$ cat config.mk
export PLATFORM = sky130hd
export DESIGN_NAME = fcm_log2
export DESIGN_NICKNAME = d
export VERILOG_FILES = /design/src/fcm_pkg.sv /design/src/fcm_log2.sv
export SDC_FILE = /design/constraint.sdc
export NUM_CORES = 2
export LEC_CHECK = 0
export BUFFER_PORTS_ARGS = -buffer_cell sky130_fd_sc_hd__buf_4
export CORE_ASPECT_RATIO = 0.9
export CORE_MARGIN = 1
export CORE_UTILIZATION = 45
export DETAILED_ROUTE_END_ITERATION = 6
export GPL_ROUTABILITY_DRIVEN = 0
export HOLD_SLACK_MARGIN = 0.12
export PLACE_DENSITY_LB_ADDON = 0.25
export SLEW_MARGIN = 20
export SYNTH_ARGS = -nofsm -noshare
export SYNTH_HDL_FRONTEND = slang
export SYNTH_SLANG_ARGS = --single-unit
$ cat constraint.sdc
create_clock -name clk_i -period 10.1 [get_ports clk_i]
set_clock_uncertainty 0.05 [all_clocks]
set_input_delay 0.505 -clock clk_i [delete_from_list [all_inputs] [get_ports clk_i]]
set_output_delay 0.505 -clock clk_i [all_outputs]
set_load 0.02 [all_outputs]
$ cat src/fcm_pkg.sv
package fcm_pkg;

  // default model shape
  localparam int unsigned OrderDef     = 2;
  localparam int unsigned AlphabetDef  = 27;
  localparam int unsigned CountBitsDef = 16;

  // fixed field widths
  localparam int unsigned SymW    = 5;
  localparam int unsigned AlphaW  = 16;
  localparam int unsigned CostW   = 21;
  localparam int unsigned SumW    = 48;
  localparam int unsigned CntW    = 32;
  localparam int unsigned FracW   = 16;
  localparam int unsigned AlphaQ  = 12;  // alpha is Q4.12, counts scale by 4096
  localparam int unsigned MantW   = 32;  // Q1.31 mantissa

  localparam logic [AlphaW-1:0] AlphaReset = 16'd4096;
  localparam logic [CostW-1:0]  CostMax    = {CostW{1'b1}};

  // input kinds
  localparam logic OpTrain    = 1'b0;
  localparam logic OpEstimate = 1'b1;

  // main sequencer
  typedef enum logic [2:0] {
    ST_CLEAR,
    ST_IDLE,
    ST_READ,
    ST_UPDATE,
    ST_LOG_NUM,
    ST_LOG_DEN,
    ST_RESULT
  } fcm_state_e;

  // log2 unit sequencer
  typedef enum logic [1:0] {
    LG_IDLE,
    LG_NORM,
    LG_SQR
  } fcm_log_state_e;

endpackage

$ cat src/fcm_log2.sv
module fcm_log2 #(
  parameter int unsigned XW = 34
) (
  input  logic                                  clk_i,
  input  logic                                  rst_ni,
  input  logic                                  start_i,
  input  logic [XW-1:0]                         x_i,
  output logic                                  done_o,
  output logic [$clog2(XW)+fcm_pkg::FracW-1:0] l_o
);

  localparam int unsigned EW = $clog2(XW);
  localparam int unsigned MW = fcm_pkg::MantW;

  fcm_pkg::fcm_log_state_e state_q, state_d;
  logic [XW-1:0]              x_q, x_d;
  logic [EW-1:0]              e_q, e_d;
  logic [MW-1:0]              m_q, m_d;
  logic [fcm_pkg::FracW-1:0]  f_q, f_d;
  logic [3:0]                 cnt_q, cnt_d;
  logic                       done_q, done_d;
  logic [2*MW-1:0]            sq;
  logic [MW:0]                sq_top;
  logic [XW+MW-1:0]           x_ext;

  assign x_ext  = {x_q, {MW{1'b0}}};
  assign sq     = m_q * m_q;
  assign sq_top = sq[2*MW-1:MW-1];

  always_ff @(posedge clk_i or negedge rst_ni) begin
    if (!rst_ni) begin
      state_q <= fcm_pkg::LG_IDLE;
      done_q  <= 1'b0;
    end else begin
      state_q <= state_d;
      done_q  <= done_d;
    end
  end

  always_ff @(posedge clk_i) begin
    x_q   <= x_d;
    e_q   <= e_d;
    m_q   <= m_d;
    f_q   <= f_d;
    cnt_q <= cnt_d;
  end

  // normalize one bit a cycle, then one squaring a cycle per fraction bit
  always_comb begin
    state_d = state_q;
    x_d     = x_q;
    e_d     = e_q;
    m_d     = m_q;
    f_d     = f_q;
    cnt_d   = cnt_q;
    done_d  = 1'b0;
    case (state_q)
      fcm_pkg::LG_IDLE: begin
        if (start_i) begin
          x_d     = x_i;
          e_d     = EW'(XW - 1);
          state_d = fcm_pkg::LG_NORM;
        end
      end
      fcm_pkg::LG_NORM: begin
        if (x_q[XW-1] || (x_q == '0)) begin
          m_d     = x_ext[XW+MW-1:XW];
          f_d     = '0;
          cnt_d   = '0;
          state_d = fcm_pkg::LG_SQR;
        end else begin
          x_d = {x_q[XW-2:0], 1'b0};
          e_d = e_q - 1'b1;
        end
      end
      fcm_pkg::LG_SQR: begin
        f_d = {f_q[fcm_pkg::FracW-2:0], sq_top[MW]};
        m_d = sq_top[MW] ? sq_top[MW:1] : sq_top[MW-1:0];
        cnt_d = cnt_q + 1'b1;
        if (cnt_q == 4'(fcm_pkg::FracW - 1)) begin
          done_d  = 1'b1;
          state_d = fcm_pkg::LG_IDLE;
        end
      end
      default: state_d = fcm_pkg::LG_IDLE;
    endcase
  end

  assign done_o = done_q;
  assign l_o    = {e_q, f_q};

endmodule

==> flow_summary.json <==
{
  "number_of_warning_messages_in_the_yosys_log": 0,
  "hold_depth": 3,
  "groute.layer.met2.usage": 0.422,
  "worst_path_max_delay_cell": "sky130_fd_sc_hd__edfxtp_1",
  "setup_viol": 0,
  "critPathMostFrequentCell": "sky130_fd_sc_hd__fa_1",
  "main_combinational_cell_family_by_area_after_synthesis": "adder cells",
  "cp_top_family": "adder cells",
  "wire_length_of_the_first_global_routing_pass_um": 144000,
  "dieArea_um2": 76300,
  "io_buffers": 59,
  "antenna_fix_cells": 0,
  "grt_start_max_net_pins": 49,
  "ys_top_cells_by_area": "sky130_fd_sc_hd__fa_1 47%, sky130_fd_sc_hd__ha_1 11%, sky130_fd_sc_hd__inv_1 11%",
  "ys_ff_latch": 95,
  "timing_worst_slew_pin_value_ns": 0.990,
  "numClockSinks": 95,
  "worst_setup_hold_path_clk_slew_ns": 0.08,
  "final_hold_viol_count": 0,
  "routed_wl_um": 88900,
  "register_area_share_after_synthesis": 0.0839,
  "synthSimpleGateAreaFrac": 0.132,
  "worstHoldPathType": "primary input to flip-flop",
  "unrepaired_setup_endpoints_after_global_routing": "no",
  "synth_xor_area_frac": 0.0199,
  "postRouteAntennaNets": 0,
  "post-route-util": 0.485,
  "path_buf_inv": 6,
  "h-tree-depth": 3,
  "synth.largest_area_cell": "sky130_fd_sc_hd__fa_1",
  "tritoncts": "yes",
  "clock_latency_ns": 0.36,
  "synth_top_area_frac": 0.468,
  "busiest_layer": "met2",
  "crit_cells": 25,
  "critical_path.startpoint_type": "flip-flop",
  "postSynthCellCount": 3627,
  "drive_above_1_share": 0.0485,
  "dr_vias_cell": 5.17,
  "routed_wire_length_per_instance_um": 19.4,
  "via_count": 23700,
  "critPathArrivalTime_ns": 8.91,
  "post_synth_mux_area_share": 0.00181,
  "required_arrival_time_at_the_worst_endpoint_ns": 10.18,
  "type_of_element_capturing_the_critical_path": "flip-flop",
  "drc": 0,
  "max_freq_ghz": 0.113,
  "post-route-period-util": 0.874,
  "cp_max_fo": 33,
  "timing.final.max_slew_violations": 0,
  "worstSetupPathType": "flip-flop to flip-flop",
  "cts.root.buffer_cell": "sky130_fd_sc_hd__clkbuf_16",
  "most_used_flip_flop_cell_after_synthesis": "sky130_fd_sc_hd__edfxtp_1",
  "detailedPlacementHpwl_um": 74700,
  "initial_utilization": 0.459,
  "global_route_overflow": 0,
  "synth_edf_count": 92,
  "post_synth_fa_ha_maj_area_fraction": 0.579,
  "ios": 60,
  "fin_setup_tns_ns": 0,
  "grt_use_total": 0.246,
  "critical_path.max_stage_delay_ns": 0.93,
  "outcome": "completed",
  "die_x_um": 291,
  "syn_area_um2": 33800,
  "number_of_fill_cells": 7005,
  "design.core.area_um2": 73700,
  "ctsLongestPathBuffers": 2,
  "globalRouteMet1Util": 0.340,
  "nets": 4749,
  "max_cap_violations": 0,
  "syn_avg_cell_area_um2": 9.33,
  "met3_usage": 0.0245,
  "syn_to_final_growth_pct": 5.69,
  "final_period_minus_worst_setup_slack_ns": 8.83,
  "yosys-top-cells-count": "984 x sky130_fd_sc_hd__inv_1, 791 x sky130_fd_sc_hd__fa_1, 445 x sky130_fd_sc_hd__nand2_1",
  "dp_cells": 4569,
  "drt_iter0_markers": 1602,
  "synth_fp_nets": 4754,
  "first_global_vias": 25600,
  "synth.lib_cells_used.distinct": 77,
  "antenna_violations_before_repair": 6,
  "synth_area_in_compound_gates": 0.0563,
  "drtPass1Iterations": 5,
  "synth.most_common_cell": "sky130_fd_sc_hd__inv_1",
  "cts_made_buffers": 9,
  "layout.cells.non_filler": 4586,
  "die_h_um": 262,
  "path_depth_of_the_worst_reg2reg_path": 25,
  "synth-async-reset-ratio": 0.0316,
  "worst_relative_slew_slack": 0.340,
  "rows": 94
}
-- repair_timing --
item / in CTS / in global routing
buffers inserted: 0 / 0
setup endpoints to repair: 0 / 0
gates resized for setup: 0 / 0
hold endpoints to repair: 3 / 0
hold buffers: 1 / 0
-- cells in the final DEF (no fill, tap or decap), types with 3 or more instances in the layout --
master	synthesis	routed
sky130_fd_sc_hd__a211oi_1	4	4
sky130_fd_sc_hd__a21o_1	26	26
sky130_fd_sc_hd__nor4_1	13	13
sky130_fd_sc_hd__a31oi_1	27	27
sky130_fd_sc_hd__or3_1	7	7
sky130_fd_sc_hd__or2_2	5	5
sky130_fd_sc_hd__nand3_1	27	27
sky130_fd_sc_hd__o31ai_1	5	5
sky130_fd_sc_hd__o21a_1	10	10
sky130_fd_sc_hd__inv_1	984	984
sky130_fd_sc_hd__a31o_2	10	10
sky130_fd_sc_hd__xor2_1	43	43
sky130_fd_sc_hd__o21bai_1	14	14
sky130_fd_sc_hd__nand2_1	445	444
sky130_fd_sc_hd__dfrtp_1	3	3
sky130_fd_sc_hd__nor3b_1	3	3
sky130_fd_sc_hd__buf_4	0	125
sky130_fd_sc_hd__o211ai_1	9	9
sky130_fd_sc_hd__and2_1	246	246
sky130_fd_sc_hd__o21ai_0	46	46
sky130_fd_sc_hd__ha_1	299	299
sky130_fd_sc_hd__o21ai_1	6	6
sky130_fd_sc_hd__fa_1	791	791
sky130_fd_sc_hd__nand2b_1	7	7
sky130_fd_sc_hd__nor2_1	99	98
sky130_fd_sc_hd__mux2i_1	5	5
sky130_fd_sc_hd__nor3_1	24	24
sky130_fd_sc_hd__a21oi_1	97	97
sky130_fd_sc_hd__nand4_1	29	29
sky130_fd_sc_hd__edfxtp_1	92	92
sky130_fd_sc_hd__xnor2_1	34	34
sky130_fd_sc_hd__nor2b_1	9	7
sky130_fd_sc_hd__o221a_2	3	3
sky130_fd_sc_hd__and3_1	5	5
sky130_fd_sc_hd__clkbuf_16	0	9
sky130_fd_sc_hd__and4_1	6	6
sky130_fd_sc_hd__a221oi_1	3	3
-- cell families (layout without fill, tap and decap cells) --
group	Yosys count	in the layout
mux	6	6
buf+inv	1130	1129
compound gates	293	293
simple gates	936	936
flops	95	95
fa+ha+maj	1090	1090
xor+xnor	77	77
-- worst min-delay path, stage by stage --
cell and delay (ns):
sky130_fd_sc_hd__buf_4 0.08, sky130_fd_sc_hd__nand2_1 0.04, sky130_fd_sc_hd__nand2_1 0.05
-- stage by stage --
stage | hold WS [ns] | worst slack [ns] | cell area [µm²]
floorplan | 0.159 | 2.50 | 33800
global placement | 0.247 | 1.44 | 35400
detailed placement | 0.246 | 1.36 | 35400
CTS | 0.359 | 1.33 | 35700
global route | 0.372 | 0.819 | 35800
finish | 0.363 | 1.27 | 35800
-- flip-flops by register name, summed over array words and instances, names as in the netlist --
| name | count |
|---|---|
| cnt_q | 4 |
| done_o | 1 |
| e_q | 6 |
| f_q | 16 |
| m_q | 32 |
| state_q | 2 |
| x_q | 34 |
-- layer usage --
metal  vias to the layer above  routed length, µm
met5                         -                  0
li1                      10800                  -
met4                         0               2180
met2                       707              43200
met1                     12100              38400
met3                       105               5130
-- final cells by class --
class / count / area (µm²) / share of cell area
Clock buffer: 9 / 225 / 0.00630
Clock inverter: 6 / 70.1 / 0.00196
Inverter: 985 / 3700 / 0.103
Multi-Input combinational cell: 2402 / 26700 / 0.747
Sequential cell: 95 / 2840 / 0.0794
Tap cell: 960 / 1200 / 0.0336
Timing Repair Buffer: 129 / 1020 / 0.0284
-- final timing paths --
kind                                       from                      to  slack, ns
max                            m_q[7]$_DFFE_PP_       m_q[21]$_DFFE_PP_       1.27
max in group asynchronous                rst_ni  state_q[1]$_DFFE_PN0P_       9.43
min reg2reg                f_q[3]$_SDFFCE_PN0P_    f_q[4]$_SDFFCE_PN0P_       0.51
min in group asynchronous                rst_ni        done_o$_DFF_PN0_       0.47
min                                     x_i[19]       x_q[19]$_DFFE_PP_       0.36
max reg2reg                    m_q[7]$_DFFE_PP_       m_q[21]$_DFFE_PP_       1.27
Power is not shown: default switching activity piles up to over one toggle a cycle in this logic, so the estimate is an artifact.
